`config.mk`:
```
export PLATFORM = sky130hd
export DESIGN_NAME = memory_read_reply_deframer_unit_flat
export DESIGN_NICKNAME = d
export VERILOG_FILES = /design/src/hw/rtl/rrd_pkg.sv /design/src/hw/rtl/rrd_if.sv /design/src/hw/rtl/memory_read_reply_deframer_unit.sv /design/src/hw/rtl/rrd_frame_check.sv /design/src/hw/rtl/rrd_out_reg.sv /design/src/flat_wrapper.sv
export SDC_FILE = /design/constraint.sdc
export NUM_CORES = 1
export LEC_CHECK = 0
export BUFFER_PORTS_ARGS = -buffer_cell sky130_fd_sc_hd__buf_2
export CAP_MARGIN = 20
export CORE_MARGIN = 3
export CORE_UTILIZATION = 25
export CTS_BUF_LIST = sky130_fd_sc_hd__clkbuf_8
export CTS_CLUSTER_DIAMETER = 40
export CTS_CLUSTER_SIZE = 28
export DETAILED_ROUTE_END_ITERATION = 10
export PLACE_DENSITY = 0.49
export SKIP_LAST_GASP = 1
export SLEW_MARGIN = 20
export SYNTH_ARGS = -nofsm -noshare
export SYNTH_HDL_FRONTEND = slang
export SYNTH_SLANG_ARGS = --single-unit
```
`constraint.sdc`:
```
create_clock -name clk -period 3.5 [get_ports clk]
set_input_delay 0.35 -clock clk [delete_from_list [all_inputs] [get_ports clk]]
set_output_delay 0.35 -clock clk [all_outputs]
set_load 0.02 [all_outputs]
```
`src/hw/rtl/rrd_pkg.sv`:
```
`default_nettype none
// ----------------------------------------------------------------------------
// rrd_pkg: shared definitions of the read reply deframer
// Frame constants, status codes, register indexes and the result types.
// ----------------------------------------------------------------------------
package rrd_pkg;

	localparam int unsigned BYTE_W     = 8;
	localparam int unsigned POS_W      = 9;
	localparam int unsigned OFFSET_W   = 16;
	localparam int unsigned CFG_DATA_W = 16;
	localparam int unsigned CFG_IDX_W  = 1;

	localparam logic [BYTE_W-1:0] FRAME_START = 8'h57;
	localparam logic [BYTE_W-1:0] FRAME_ACK   = 8'h06;

	// Frame slots counted from the start byte.
	localparam logic [POS_W-1:0] SLOT_OFS_HI  = 9'd1;
	localparam logic [POS_W-1:0] SLOT_OFS_LO  = 9'd2;
	localparam logic [POS_W-1:0] SLOT_LENGTH  = 9'd3;
	localparam logic [POS_W-1:0] SLOT_DATA    = 9'd4;
	localparam logic [POS_W-1:0] SLOT_TRAILER = 9'd5;

	localparam logic [CFG_IDX_W-1:0] REG_EXPECTED_OFFSET = 1'b0;
	localparam logic [CFG_IDX_W-1:0] REG_EXPECTED_LENGTH = 1'b1;

	typedef enum logic [1:0] {
		ST_OK           = 2'd0,
		ST_BAD_RESPONSE = 2'd1,
		ST_SUM_ERROR    = 2'd2
	} status_t;

	typedef struct packed {
		logic              is_data;
		logic [BYTE_W-1:0] data_byte;
		logic [BYTE_W-1:0] data_index;
		logic              frame_done;
		status_t           status;
	} result_t;

	typedef struct packed {
		logic    valid;
		result_t res;
	} step_t;

endpackage
`default_nettype wire

```
`src/hw/rtl/rrd_if.sv`:
```
`default_nettype none
// ----------------------------------------------------------------------------
// rrd_in_if / rrd_out_if: item channels of the read reply deframer
// Valid and ready handshake with the received byte or the result fields.
// ----------------------------------------------------------------------------
interface rrd_in_if import rrd_pkg::*; ();
	logic              valid;
	logic              ready;
	logic [BYTE_W-1:0] rx_byte;

	modport source (output valid, output rx_byte, input ready);
	modport sink (input valid, input rx_byte, output ready);
endinterface

interface rrd_out_if import rrd_pkg::*; ();
	logic              valid;
	logic              ready;
	logic              is_data;
	logic [BYTE_W-1:0] data_byte;
	logic [BYTE_W-1:0] data_index;
	logic              frame_done;
	logic [1:0]        status;

	modport source (output valid, output is_data, output data_byte, output data_index,
		output frame_done, output status, input ready);
	modport sink (input valid, input is_data, input data_byte, input data_index,
		input frame_done, input status, output ready);
endinterface
`default_nettype wire

```
`src/hw/rtl/memory_read_reply_deframer_unit.sv`:
```
`default_nettype none
// ----------------------------------------------------------------------------
// memory_read_reply_deframer_unit: block-read reply frame checker
// Checks a reply frame byte by byte and passes out its data bytes.
// ----------------------------------------------------------------------------
// Bytes of the reply enter on the rx channel, one item each. The frame is
// the start byte, the offset high and low bytes, the length, the data bytes,
// an additive checksum and the acknowledge byte. Each data byte leaves on
// the reply channel with its index, and the last byte of the frame leaves
// one item with frame_done set and a status of ok, bad response or checksum
// error. Header, checksum and trailer bytes that do not end the frame give
// no item. The expected offset and length are to be written on the cfg port
// only while the block is idle; the block itself does not enforce this, so the
// user is bound to it. An accepted byte is held in the input register, and
// its result is loaded into the output register when the frame checker takes
// it. One byte is accepted every cycle while the receiver takes the items;
// the only limit is the single pass through the frame checker between the two
// registers. When the receiver stalls, the output register holds its item;
// bytes that give no item still move on, and the next byte that gives one
// waits in the input register while rx ready is low. Reset empties both
// registers and starts a new frame.
// ----------------------------------------------------------------------------
module memory_read_reply_deframer_unit import rrd_pkg::*; (
	input  wire logic                  clk,
	input  wire logic                  arst_n,
	input  wire logic                  cfg_wr_en,
	input  wire logic [CFG_IDX_W-1:0]  cfg_index,
	input  wire logic [CFG_DATA_W-1:0] cfg_wdata,
	rrd_in_if.sink                     rx,
	rrd_out_if.source                  reply
);

	logic [OFFSET_W-1:0] expected_offset_q;
	logic [BYTE_W-1:0]   expected_length_q;
	logic                valid_s1;
	logic [BYTE_W-1:0]   byte_s1;
	logic                out_free;
	logic                take;
	step_t               step;

	always_ff @(posedge clk or negedge arst_n) begin
		if (!arst_n) begin
			expected_offset_q <= '0;
			expected_length_q <= '0;
		end else if (cfg_wr_en) begin
			case (cfg_index)
				REG_EXPECTED_OFFSET: expected_offset_q <= cfg_wdata;
				REG_EXPECTED_LENGTH: expected_length_q <= cfg_wdata[BYTE_W-1:0];
				default: ;
			endcase
		end
	end

	assign take     = valid_s1 && (!step.valid || out_free);
	assign rx.ready = !valid_s1 || take;

	always_ff @(posedge clk or negedge arst_n) begin
		if (!arst_n) begin
			valid_s1 <= 1'b0;
		end else if (rx.ready) begin
			valid_s1 <= rx.valid;
		end
	end

	always_ff @(posedge clk) begin
		if (rx.ready && rx.valid) begin
			byte_s1 <= rx.rx_byte;
		end
	end

	rrd_frame_check u_check (
		.clk             (clk),
		.arst_n          (arst_n),
		.take            (take),
		.rx_byte         (byte_s1),
		.expected_offset (expected_offset_q),
		.expected_length (expected_length_q),
		.step            (step)
	);

	rrd_out_reg u_out (
		.clk      (clk),
		.arst_n   (arst_n),
		.load     (take && step.valid),
		.load_res (step.res),
		.free     (out_free),
		.reply    (reply)
	);

`ifndef SYNTH
	a_data_not_done: assert property (@(posedge clk) disable iff (!arst_n)
		reply.valid |-> !(reply.is_data && reply.frame_done))
		else $error("result item is both a data byte and a frame end");

	a_status_code: assert property (@(posedge clk) disable iff (!arst_n)
		reply.valid && reply.frame_done |-> reply.status != 2'd3)
		else $error("frame end carries an undefined status");

	a_result_loaded: assert property (@(posedge clk) disable iff (!arst_n)
		take && step.valid |=> reply.valid)
		else $error("taken result item did not reach the output register");

	a_data_status_ok: assert property (@(posedge clk) disable iff (!arst_n)
		reply.valid && reply.is_data |-> reply.status == ST_OK)
		else $error("data item carries a nonzero status");
`endif

endmodule
`default_nettype wire

```
`src/hw/rtl/rrd_frame_check.sv`:
```
`default_nettype none
// ----------------------------------------------------------------------------
// rrd_frame_check: frame position, checksum and fault tracking
// Works out the result of one byte and advances the frame state when taken.
// ----------------------------------------------------------------------------
module rrd_frame_check import rrd_pkg::*; (
	input  wire logic                clk,
	input  wire logic                arst_n,
	input  wire logic                take,
	input  wire logic [BYTE_W-1:0]   rx_byte,
	input  wire logic [OFFSET_W-1:0] expected_offset,
	input  wire logic [BYTE_W-1:0]   expected_length,
	output step_t                    step
);

	logic [POS_W-1:0]  pos_q, pos_d;
	logic [BYTE_W-1:0] sum_q, sum_d;
	logic              hdr_fault_q, hdr_fault_d;
	logic              sum_fault_q, sum_fault_d;
	logic [POS_W-1:0]  sum_slot, end_slot, data_pos;
	logic              hdr_final;

	assign sum_slot = {1'b0, expected_length} + SLOT_DATA;
	assign end_slot = {1'b0, expected_length} + SLOT_TRAILER;
	assign data_pos = pos_q - SLOT_DATA;

	always_comb begin
		pos_d       = pos_q;
		sum_d       = sum_q;
		hdr_fault_d = hdr_fault_q;
		sum_fault_d = sum_fault_q;
		hdr_final   = hdr_fault_q;
		step        = '0;
		step.res.status = ST_OK;
		if (pos_q >= end_slot) begin
			hdr_final = hdr_fault_q | (rx_byte != FRAME_ACK);
			step.valid          = 1'b1;
			step.res.frame_done = 1'b1;
			if (hdr_final) begin
				step.res.status = ST_BAD_RESPONSE;
			end else if (sum_fault_q) begin
				step.res.status = ST_SUM_ERROR;
			end
			pos_d       = '0;
			sum_d       = '0;
			hdr_fault_d = 1'b0;
			sum_fault_d = 1'b0;
		end else begin
			pos_d = pos_q + 9'd1;
			if (pos_q != '0 && pos_q < sum_slot) begin
				sum_d = sum_q + rx_byte;
			end
			if (pos_q == '0) begin
				hdr_fault_d = hdr_fault_q | (rx_byte != FRAME_START);
			end else if (pos_q == SLOT_OFS_HI) begin
				hdr_fault_d = hdr_fault_q | (rx_byte != expected_offset[15:8]);
			end else if (pos_q == SLOT_OFS_LO) begin
				hdr_fault_d = hdr_fault_q | (rx_byte != expected_offset[7:0]);
			end else if (pos_q == SLOT_LENGTH) begin
				hdr_fault_d = hdr_fault_q | (rx_byte != expected_length);
			end else if (pos_q < sum_slot) begin
				step.valid          = 1'b1;
				step.res.is_data    = 1'b1;
				step.res.data_byte  = rx_byte;
				step.res.data_index = data_pos[BYTE_W-1:0];
			end else begin
				sum_fault_d = sum_fault_q | (rx_byte != sum_q);
			end
		end
	end

	always_ff @(posedge clk or negedge arst_n) begin
		if (!arst_n) begin
			pos_q       <= '0;
			sum_q       <= '0;
			hdr_fault_q <= 1'b0;
			sum_fault_q <= 1'b0;
		end else if (take) begin
			pos_q       <= pos_d;
			sum_q       <= sum_d;
			hdr_fault_q <= hdr_fault_d;
			sum_fault_q <= sum_fault_d;
		end
	end

endmodule
`default_nettype wire

```
`src/hw/rtl/rrd_out_reg.sv`:
```
`default_nettype none
// ----------------------------------------------------------------------------
// rrd_out_reg: result register of the read reply deframer
// Holds one result item until the receiver takes it.
// ----------------------------------------------------------------------------
module rrd_out_reg import rrd_pkg::*; (
	input  wire logic     clk,
	input  wire logic     arst_n,
	input  wire logic     load,
	input  wire result_t  load_res,
	output logic          free,
	rrd_out_if.source     reply
);

	logic    valid_q;
	result_t res_q;

	assign free = !valid_q || reply.ready;

	always_ff @(posedge clk or negedge arst_n) begin
		if (!arst_n) begin
			valid_q <= 1'b0;
		end else if (free) begin
			valid_q <= load;
		end
	end

	always_ff @(posedge clk) begin
		if (free && load) begin
			res_q <= load_res;
		end
	end

	assign reply.valid      = valid_q;
	assign reply.is_data    = res_q.is_data;
	assign reply.data_byte  = res_q.data_byte;
	assign reply.data_index = res_q.data_index;
	assign reply.frame_done = res_q.frame_done;
	assign reply.status     = res_q.status;

endmodule
`default_nettype wire

```
`src/flat_wrapper.sv`:
```
// flat-port wrapper written by rule: the top's interface ports become plain ports
module memory_read_reply_deframer_unit_flat import rrd_pkg::*;
  (clk, arst_n, cfg_wr_en, cfg_index, cfg_wdata, rx_valid, rx_rx_byte, rx_ready, reply_valid, reply_is_data, reply_data_byte, reply_data_index, reply_frame_done, reply_status, reply_ready);
  rrd_in_if rx_i ();
  rrd_out_if reply_i ();
  input  wire logic clk;
  input  wire logic arst_n;
  input  wire logic cfg_wr_en;
  input  wire logic [CFG_IDX_W-1:0] cfg_index;
  input  wire logic [CFG_DATA_W-1:0] cfg_wdata;
  input wire logic [$bits(rx_i.valid)-1:0] rx_valid;
  input wire logic [$bits(rx_i.rx_byte)-1:0] rx_rx_byte;
  output wire logic [$bits(rx_i.ready)-1:0] rx_ready;
  output wire logic [$bits(reply_i.valid)-1:0] reply_valid;
  output wire logic [$bits(reply_i.is_data)-1:0] reply_is_data;
  output wire logic [$bits(reply_i.data_byte)-1:0] reply_data_byte;
  output wire logic [$bits(reply_i.data_index)-1:0] reply_data_index;
  output wire logic [$bits(reply_i.frame_done)-1:0] reply_frame_done;
  output wire logic [$bits(reply_i.status)-1:0] reply_status;
  input wire logic [$bits(reply_i.ready)-1:0] reply_ready;
  assign rx_i.valid = rx_valid;
  assign rx_i.rx_byte = rx_rx_byte;
  assign rx_ready = rx_i.ready;
  assign reply_valid = reply_i.valid;
  assign reply_is_data = reply_i.is_data;
  assign reply_data_byte = reply_i.data_byte;
  assign reply_data_index = reply_i.data_index;
  assign reply_frame_done = reply_i.frame_done;
  assign reply_status = reply_i.status;
  assign reply_i.ready = reply_ready;
  memory_read_reply_deframer_unit u_core (.clk(clk), .arst_n(arst_n), .cfg_wr_en(cfg_wr_en), .cfg_index(cfg_index), .cfg_wdata(cfg_wdata), .rx(rx_i), .reply(reply_i));
endmodule
```
==> results.ini, run 1 <==
[run_status]
status = finished, final reports clean

[setup_path]
end_kind = primary output
critPathTopFamily = simple AND/OR/NAND/NOR gates
worst_path_largest_cell_delay_ps = 430
cp_max_fo = 5
cp.arrival_ps = 2980
cpMostUsedCell = nand3_1
crit_path_start_kind = flip-flop
slowest_stage = dfrtp_2
required_ps = 3150
path_cells = and2_1, nand3_1, nor2_1, xnor2_1, ha_1, a2111oi_4, nor3b_2, a221oi_1, o21ai_1, nand3_1, buf_4
critPathBufInv = 1
setup.worst_path.class = flip-flop to primary output

[die]
std_cell_rows = 48
die-area_mm2 = 0.0194
initial_core_util_pct = 25.6
fp.dieH_um = 139
coreArea_mm2 = 0.0174
top_level_ports = 52
dieWidth_um = 139

[cts]
clock-sinks = 73
cts_buffers = 9
clkTransAtPathRegs_ps = 80
cts.path.max_buffers = 2
cts_tree = built
cts-root-buf = clkbuf_8
cts_max_level = 3
clkLatencyLatePin_ps = 370

[sta]
relSlewSlack_pct = 48.1
worst_slew_pin_slew_ps = 777
final-max-slew-violation-count = 0
post-route-min-period_ps = 3330
fin_crit_sh_pct = 95.0
max_freq_mhz = 301
fin_hold_ws_ps = 151
finClkSkew_ps = 9.04
fin_ws_ps = 173
hold_viol_final = 0
fin_tns_setup_ps = 0
rsz0062_at_grt = false
finalSetupViolCount = 0

[global_route]
met2_usage_pct = 18.0
grt_pass1_vias = 3356
grt_busiest_layer = met2
grt_max_degree = 27
grt_antenna_before_repair = 0
grt_overflow = 0
grt.met1_usage_pct = 16.5
grt_use_met3_pct = 3.30
grt_pass1_wl_um = 18300
grtUsageTotal_pct = 11.9

[synth]
synth_area_mm2 = 0.00445
syn-num-nets = 467
yosys_warnings = 0
synth_seq_area_share_pct = 44.2
synthCells = 401
synth_area_per_cell_um2 = 11.1
ys_types = 57
synth_seq_cells = 73

[drt]
finalWirelength_um = 11100
drc = 0
dr.first_iter.drc_count = 127
via_per_inst = 4.61
first_pass_iters = 4
wl_per_cell_um = 15.8
ant_nets = 0
vias = 3230

[cells_and_area]
multi_input_area_mm2 = 0.00236
fillerInstances = 1771
drive_gt1_share_pct = 28.4
diodes = 0
final_area_mm2 = 0.00533
nets = 537
seq_area_mm2 = 0.00197
syn_to_final_growth_pct = 19.9

[power]
peakVddDrop_mv = 0.353
power.leakage_nw = 2.32
p_per_area_mw_per_mm2 = 982

[placed_design]
pre_cts_slack_ps = 213
numPortBuffers = 51
gp_congestion = 0.822
place_area_mm2 = 0.00504
hpwl_um = 8630

[min_path]
holdCritPathClass = primary input to flip-flop

[run]
drv_cap = 0

==> final cells by class <==
cell class                 instances  share of cell area [%]
clock inverter                     7                    1.74
tap                              225                    5.28
multi-input combinational        299                    44.3
sequential                        73                    36.9
inverter                          13                   0.915
timing repair buffer              75                    8.49
clock buffer                       9                    2.32
==> worst paths after layout <==
check / startpoint / to / slack (ps) / cells past startpoint
min in group asynchronous: arst_n / u_core.u_check.pos_q[2] / 470 / 2
max in group asynchronous: arst_n / u_core.expected_length_q[3] / 2250 / 3
min reg2reg: u_core.u_check.sum_fault_q / u_core.u_check.sum_fault_q / 490 / 1
min: rx_rx_byte[5] / u_core.byte_s1[5] / 150 / 1
max: u_core.expected_length_q[3] / rx_ready / 170 / 11
max reg2reg: u_core.expected_length_q[3] / u_core.u_check.pos_q[4] / 300 / 13
==> worst register-to-register path, stage by stage, from the launching register on <==
cell and delay [ps]:
dfrtp_2 430, and2_1 190, nand3_1 110, nor2_1 60
xnor2_1 150, ha_1 360, a2111oi_4 90, nor3b_2 170
a221oi_1 480, o21ai_1 180, buf_4 160, buf_4 140
a221o_1 310, a22o_2 260
==> layout by cell type, fill, tap and decap left out, drive strengths merged, types with 6 or more instances in the layout <==
master / count
a211oi: 6
a21oi: 11
a22o: 11
a22oi: 8
and2: 11
buf: 74
clkbuf: 9
dfrtp: 45
edfxtp: 28
ha: 35
inv: 14
mux2: 25
mux2i: 9
nand2: 34
nand2b: 9
nand3: 10
nor2: 31
nor3: 7
o21ai: 11
xnor2: 17
xor2: 11
==> cells in the mapped netlist, drive strengths merged <==
master	count	area [um^2]
fa	1	20.0
clkbuf	9	36.3
nand2	34	128
mux2i	9	90.1
or3	1	6.26
o221ai	3	26.3
o2bb2ai	3	26.3
a22oi	8	65.1
a311oi	1	15.0
nor2b	5	31.3
nor4b	1	23.8
mux2	25	282
dfrtp	45	1130
a22o	11	97.6
xnor2	17	149
nor4	3	18.8
and2	11	70.1
nor3	7	35.0
a21o	5	37.5
a21oi	11	66.3
o32ai	3	48.8
a221o	2	20.0
o211ai	3	50.1
o31a	1	8.76
o21bai	2	15.0
nor3b	1	7.51
a211oi	6	45.0
a2111oi	2	23.8
nand4	4	25.0
edfxtp	28	841
nand2b	9	58.8
nand3	10	50.1
a32o	1	10.0
clkinv	1	3.75
buf	7	58.8
o21a	5	37.5
ha	35	438
a221oi	1	8.76
inv	12	45.0
nor2	31	116
o21ai	11	55.1
xor2	11	96.3
and3	4	26.3
o41ai	1	8.76
==> metal layers <==
layer  wire length (um)  part of all wire, %
met5                  0                    0
met4                201                  1.8
met3                526                  4.7
met2               4940                   44
met1               5440                   49
==> state kept, by name (all words and copies together) (netlist names) <==
name                           flops
u_core.expected_length_q           8
u_core.u_out.reply.frame_done      1
u_core.u_check.sum_fault_q         1
u_core.u_out.reply.valid           1
u_core.valid_s1                    1
u_core.u_out.reply.status          2
u_core.u_check.pos_q               9
u_core.u_out.reply.is_data         1
u_core.u_out.reply.data_byte       8
u_core.expected_offset_q          16
u_core.u_check.sum_q               8
u_core.u_out.reply.data_index      8
u_core.u_check.hdr_fault_q         1
u_core.byte_s1                     8
==> report_power, final <==
group	switching [W]	internal, W	leakage, nW
Sequential	0.000230	0.00131	0.813
Combinational	0.00169	0.00127	1.39
Clock	0.000332	0.000402	0.114
Total	0.00225	0.00298	2.32
==> cells by family after synthesis <==
family                     count (synthesis)  share of synthesized area [%]
AOI/OAI and AO/OA                         80                           15.0
xor gates and xnor gates                  28                           5.51
adders and majority gates                 36                           10.3
buffers and inverters                     29                           3.23
DFF                                       73                           44.2
muxes                                     34                           8.35
and+or+nand+nor                          121                           13.4
==> through the flow <==
stage	total power (W)	std cells	util [%]
floorplan	0.00362	401	-
global placement	0.00442	679	29.0
detailed placement	0.00448	679	29.0
CTS	0.00525	696	30.4
global route	0.00570	701	30.7
finish	0.00523	701	30.7
==> what timing repair did <==
action | in CTS | in global routing
hold endpoints to repair | 19 | 0
hold buffers | 1 | 0
pin swaps | 0 | 5
resized for setup | 2 | 6
buffers inserted | 0 | 5
endpoints found under the setup margin | 1 | 32
Power figures use the tool's default switching activity.
==> run 2: changes to the inputs <==
--- a/config.mk
+++ b/config.mk
@@ -7,11 +7,11 @@
 export LEC_CHECK = 0
 export BUFFER_PORTS_ARGS = -buffer_cell sky130_fd_sc_hd__buf_2
 export CAP_MARGIN = 20
+export CORE_ASPECT_RATIO = 0.6
 export CORE_MARGIN = 3
 export CORE_UTILIZATION = 25
 export CTS_BUF_LIST = sky130_fd_sc_hd__clkbuf_8
 export CTS_CLUSTER_DIAMETER = 40
-export CTS_CLUSTER_SIZE = 28
 export DETAILED_ROUTE_END_ITERATION = 10
 export PLACE_DENSITY = 0.49
 export SKIP_LAST_GASP = 1
==> results.ini, run 2 (synthesis gave the netlist of run 1 again) <==
[cells_and_area]
largest_register = u_core.expected_offset_q
drive_gt1_share_pct = 30.0  ; +1.7 points
largest_reg_flops = 16  ; unchanged
diodes = 0  ; unchanged
syn_to_final_growth_pct = 23.7
seq_area_mm2 = 0.00197  ; unchanged
fin_util_pct = 31.9  ; +1.1 points
multi_input_area_mm2 = 0.00238  ; +0.53%
nets = 547  ; +1.9%
fillerInstances = 1737  ; -1.9%
top_regs = u_core.expected_offset_q: 16 flops, u_core.u_check.pos_q: 9 flops
final_cell_mix = buf_2, dfrtp_1, ha_1, nand2_1, buf_4
layout_commonest_cell = buf_2

[cts]
cts_max_level = 3  ; unchanged
cts.path.max_buffers = 2  ; unchanged
clock-sinks = 73  ; unchanged
clkLatencyLatePin_ps = 370  ; about the same
cts-root-buf = clkbuf_8
cts_tree = built
cts_buffers = 9  ; unchanged
clkTransAtPathRegs_ps = 90  ; about the same

[power]
total_power_w = 0.00562  ; +7.4%
seqPwrFrac_pct = 27.3  ; -2.1 points
power.leakage_nw = 2.39  ; +3.1%
pwr-share-comb_pct = 56.8  ; +0.2 points
power_frac_clock_pct = 16.0  ; +2.0 points
p_per_area_mw_per_mm2 = 1020  ; +4.1%
switching_share_pct = 42.6  ; -0.45 points
p_int_w = 0.00322  ; +8.2%
p_switching_w = 0.00240  ; +6.2%
peakVddDrop_mv = 0.365  ; +3.6%

[drt]
wl_per_cell_um = 16.7  ; +5.3%
dr.first_iter.drc_count = 235  ; +85%
ant_nets = 0  ; unchanged
via_per_inst = 4.72  ; +2.3%
vias = 3395  ; +5.1%
first_pass_iters = 4  ; unchanged
drc = 0  ; unchanged
finalWirelength_um = 12000  ; +8.1%

[sta]
relSlewSlack_pct = 51.2  ; +3.0 points
post-route-min-period_ps = 3320  ; -2.31 ps
fin_hold_ws_ps = 169  ; +17.5 ps
final-max-slew-violation-count = 0  ; unchanged
fin_crit_sh_pct = 95.0  ; about the same
fin_ws_ps = 176  ; +2.31 ps
hold_viol_final = 0  ; unchanged
max_freq_mhz = 301  ; about the same
finClkSkew_ps = 16.5  ; +7.50 ps
worst_slew_pin_slew_ps = 731  ; -45.5 ps
finalSetupViolCount = 0  ; unchanged

[placed_design]
hpwl_um = 9290  ; +7.7%
pre_cts_slack_ps = 126  ; -87.2 ps
numPortBuffers = 51  ; unchanged
gp_congestion = 0.846  ; +2.8%

[min_path]
holdCritPathClass = primary input to flip-flop

[global_route]
grt_pass1_wl_um = 18800  ; +2.5%
grtUsageTotal_pct = 12.6  ; +0.70 points
grt_antenna_before_repair = 0  ; unchanged
grt_pass1_vias = 3313  ; -1.3%
grt_max_degree = 26  ; -3.7%
grt_overflow = 0  ; unchanged

[die]
die-area_mm2 = 0.0195  ; +0.27%
dieWidth_um = 178  ; +28%
initial_core_util_pct = 25.8  ; +0.13 points
coreArea_mm2 = 0.0173  ; -0.51%
top_level_ports = 52  ; unchanged
std_cell_rows = 37  ; -23%
fp.dieH_um = 109  ; -22%

[setup_path]
setup.worst_path.class = flip-flop to flip-flop
crit_path_start_kind = flip-flop
end_kind = flip-flop
required_ps = 3590  ; +440 ps
slowest_stage = dfrtp_1
cpMostUsedCell = ha_1
cp.arrival_ps = 3410  ; +430 ps
rrSetupSlack_ps = 180  ; -120 ps
path_cells = inv_1, ha_1, a21oi_2, nor2_1, xnor2_1, ha_1, a211oi_2, o21ai_0, a21oi_1, o31a_1, buf_4, clkinvlp_4, a21oi_4, o21ai_2, nor2_4, clkbuf_16
cp_max_fo = 10  ; +5
worst_path_largest_cell_delay_ps = 400  ; -30 ps

[run]
drv_cap = 0  ; unchanged

[run_status]
status = finished, final reports clean

[run 2: path summary, 6_finish.rpt]
kind	from	end	depth (start not counted)
max in group asynchronous	arst_n	u_core.expected_length_q[4]	3
min in group asynchronous	arst_n	u_core.u_check.pos_q[5]	2
worst min register to register	u_core.u_check.sum_fault_q	u_core.u_check.sum_fault_q	1
worst min-delay path	rx_rx_byte[3]	u_core.byte_s1[3]	1
worst max register to register	u_core.expected_length_q[2]	u_core.u_out.reply.data_index[7]	16
worst max-delay path	u_core.expected_length_q[2]	u_core.u_out.reply.data_index[7]	16
[run 2: power by group through the flow]
| stage | Sequential (W) | Combinational (W) | Clock [W] |
|---|---|---|---|
| 2_1_floorplan | 0.00164 | 0.00197 | 0 |
| 3_3_place_gp | 0.00154 | 0.00293 | 0 |
| 3_5_place_dp | 0.00156 | 0.00299 | 0 |
| 4_1_cts | 0.00154 | 0.00305 | 0.000920 |
| 5_1_grt | 0.00156 | 0.00353 | 0.000944 |
| 6_report | 0.00153 | 0.00319 | 0.000896 |
[run 2: layer usage]
layer	wire length, um	GRT usage [%]
met1	6360	20.0
met2	4690	16.7
met4	58	2.61
met3	898	3.14
met5	0	0
[run 2: repair_timing]
| item | 4_1_cts | 5_1_grt |
|---|---|---|
| resized for setup | 3 | 9 |
| setup buffers | 2 | 8 |
| gates cloned | 0 | 1 |
| pin swaps | 1 | 6 |
| hold buffers | 1 | 0 |
| setup endpoints to repair | 1 | 40 |
| hold endpoints to repair | 20 | 0 |
[run 2: area by class of cell]
| class | count | share of cell area [%] |
|---|---|---|
| clock buffer | 9 | 2.25 |
| clock inverter | 7 | 2.57 |
| inverter | 13 | 0.955 |
| multi-input combinational | 299 | 43.2 |
| sequential | 73 | 35.8 |
| tap | 234 | 5.32 |
| timing repair buffer | 85 | 9.92 |
[run 2: worst max-delay path: cells and delay by family (launching register included)]
kind,cells,cell delay (ps)
fa+ha+maj,2,570
flops,1,400
buf+inv,4,590
xor+xnor,1,120
simple gates,2,270
compound gates,7,1090
[run 2: stage by stage]
stage                     TNS [ps]  cell area (um^2)  instances
after floorplan                  0              4450        401
after global placement           0              5080        692
after detailed placement         0              5080        692
after CTS                        0              5390        711
after global routing         -14.3              5500        720
final                            0              5500        720
==> run 3: changes to the inputs <==
--- a/config.mk
+++ b/config.mk
@@ -15,7 +15,6 @@
 export DETAILED_ROUTE_END_ITERATION = 10
 export PLACE_DENSITY = 0.49
 export SKIP_LAST_GASP = 1
-export SLEW_MARGIN = 20
 export SYNTH_ARGS = -nofsm -noshare
 export SYNTH_HDL_FRONTEND = slang
 export SYNTH_SLANG_ARGS = --single-unit
==> constraint.sdc (replaced) <==
create_clock -name clk -period 2.9 [get_ports clk]
set_input_delay 0.29 -clock clk [delete_from_list [all_inputs] [get_ports clk]]
set_output_delay 0.29 -clock clk [all_outputs]
set_load 0.02 [all_outputs]
==> results.ini, run 3 (synthesis gave the netlist of run 1 again) <==
[placed_design]
gp_congestion = 0.797  ; -5.8%
numPortBuffers = 51  ; unchanged
pre_cts_slack_ps = -213  ; -340 ps
hpwl_um = 9630  ; +3.6%

[power]
switching_share_pct = 43.1  ; +0.47 points
power.leakage_nw = 2.60  ; +8.9%
pwr-share-comb_pct = 63.4  ; +6.6 points
p_int_w = 0.00417  ; +29%
p_switching_w = 0.00315  ; +32%
p_per_area_mw_per_mm2 = 1220  ; +19%
seqPwrFrac_pct = 25.5  ; -1.8 points
peakVddDrop_mv = 0.393  ; +7.7%
power_frac_clock_pct = 11.1  ; -4.9 points

[drt]
first_pass_iters = 4  ; unchanged
vias = 3548  ; +4.5%
wl_per_cell_um = 16.6  ; -0.60%
dr.first_iter.drc_count = 200  ; -15%
via_per_inst = 4.67  ; -0.86%
finalWirelength_um = 12600  ; +4.8%
ant_nets = 0  ; unchanged
drc = 0  ; unchanged

[cts]
clkLatencyLatePin_ps = 350  ; -20 ps
cts-root-buf = clkbuf_8
clkTransAtPathRegs_ps = 80  ; about the same
cts_max_level = 3  ; unchanged
cts_buffers = 9  ; unchanged
cts_tree = built
clock-sinks = 73  ; unchanged
cts.path.max_buffers = 2  ; unchanged

[cells_and_area]
syn_to_final_growth_pct = 34.9
final_cell_mix = buf_4, buf_2, dfrtp_1, nand2_1, ha_1
layout_commonest_cell = buf_4
largest_reg_flops = 16  ; unchanged
diodes = 0  ; unchanged
drive_gt1_share_pct = 40.6  ; +11 points
top_regs = u_core.expected_offset_q: 16 flops, u_core.u_check.pos_q: 9 flops
nets = 586  ; +7.1%
largest_register = u_core.expected_offset_q

[sta]
finalSetupViolCount = 66  ; +66
fin_ws_ps = -307  ; -483 ps
finClkSkew_ps = 9.90  ; -6.64 ps
fin_tns_setup_ps = -11400  ; -11400 ps
fin_crit_sh_pct = 111  ; +16 points
hold_viol_final = 0  ; unchanged
fin_hold_ws_ps = 106  ; -63.2 ps
final-max-slew-violation-count = 0  ; unchanged
worst_slew_pin_slew_ps = 788  ; +56.9 ps
post-route-min-period_ps = 3210  ; -117 ps
rsz0062_at_grt = true
max_freq_mhz = 312  ; +3.6%
relSlewSlack_pct = 47.4  ; -3.8 points

[setup_path]
crit_path_start_kind = flip-flop
end_kind = flip-flop
cp_max_fo = 5  ; -5
required_ps = 3140  ; -450 ps
cp.arrival_ps = 3440  ; +30 ps
setup.worst_path.class = flip-flop to flip-flop

[global_route]
grt_pass1_wl_um = 20200  ; +7.8%
grt_pass1_vias = 3591  ; +8.4%
grt_antenna_before_repair = 0  ; unchanged
grtUsageTotal_pct = 13.4  ; +0.87 points
grt_max_degree = 24  ; -7.7%
grt_overflow = 0  ; unchanged

[min_path]
holdCritPathClass = primary input to flip-flop

[die]
dieWidth_um = 178  ; unchanged
die-area_mm2 = 0.0195  ; unchanged
initial_core_util_pct = 25.8  ; unchanged
std_cell_rows = 37  ; unchanged
fp.dieH_um = 109  ; unchanged
top_level_ports = 52  ; unchanged
coreArea_mm2 = 0.0173  ; unchanged

[run_status]
status = finished, violations left
failed_checks = setup timing

[run]
drv_cap = 0  ; unchanged

## run 3: cell types whose count changed in the layout (fill, tap and decap cells not counted), sizes merged
| cell | before | now |
|---|---|---|
| inv | 13 | 14 |
| buf | 83 | 122 |
| clkbuf | 10 | 9 |
| clkinvlp | 1 | 4 |
| bufinv | 4 | 1 |
## run 3: cell type report
| type | instances | area [um^2] |
|---|---|---|
| Sequential cell | 73 | 1970 |
| Timing Repair Buffer | 123 | 902 |
| Multi-Input combinational cell | 299 | 2580 |
| Clock buffer | 9 | 124 |
| Tap cell | 234 | 293 |
| Fill cell | 1746 | 11300 |
| Inverter | 13 | 56.3 |
| Timing Repair inverter | 1 | 7.51 |
| Clock inverter | 7 | 70.1 |
## run 3: critical path, stage by stage (launching register included)
cell	delay [ps]
dfrtp_2	460
and2_4	190
nand3_4	90
nor2_4	50
xnor2_2	200
ha_4	250
a2111oi_4	370
nor3b_4	320
buf_4	150
a221o_1	240
buf_4	190
a311oi_2	100
buf_4	210
mux2_2	270
## run 3: final timing paths
kind | from | endpoint | slack, ps | cells after the start
max | u_core.expected_length_q[3] | u_core.u_check.pos_q[0] | -310 | 13
min | rx_rx_byte[2] | u_core.byte_s1[2] | 110 | 1
max reg2reg | u_core.expected_length_q[3] | u_core.u_check.pos_q[0] | -310 | 13
min reg2reg | u_core.u_check.sum_fault_q | u_core.u_check.sum_fault_q | 510 | 1
max in group asynchronous | arst_n | u_core.expected_offset_q[7] | 1790 | 3
min in group asynchronous | arst_n | u_core.u_check.sum_fault_q | 480 | 2
## run 3: repair_timing
action	in CTS	in global routing
buffers inserted	15	8
resized for setup	32	21
endpoints found under the hold margin	21	0
cloned	2	0
hold buffers	1	0
pin swaps	15	12
endpoints found under the setup margin	65	68
## run 3: stage by stage
step | instances | power [W] | instance area (um^2) | util [%]
floorplan | 401 | 0.00447 | 4550 | -
detailed placement | 717 | 0.00577 | 5370 | 31.1
CTS | 751 | 0.00710 | 5850 | 33.9
global placement | 717 | 0.00570 | 5370 | 31.1
finish | 759 | 0.00732 | 6000 | 34.8
global route | 759 | 0.00786 | 6000 | 34.8
## run 3: layer usage
metal / track usage (%) / up-vias / share of wire (%)
li1: - / 1703 / -
met1: 21.5 / 1772 / 55
met2: 18.4 / 69 / 40
met3: 3.07 / 4 / 4.8
met4: 1.94 / 0 / 0.26
met5: 0 / - / 0
## run 3: power by group through the flow
stage	Sequential [W]	Combinational [W]	Clock [W]
4_1_cts	0.00186	0.00439	0.000841
6_report	0.00186	0.00464	0.000814
3_5_place_dp	0.00188	0.00389	0
2_1_floorplan	0.00198	0.00249	0
5_1_grt	0.00190	0.00508	0.000882
3_3_place_gp	0.00186	0.00384	0
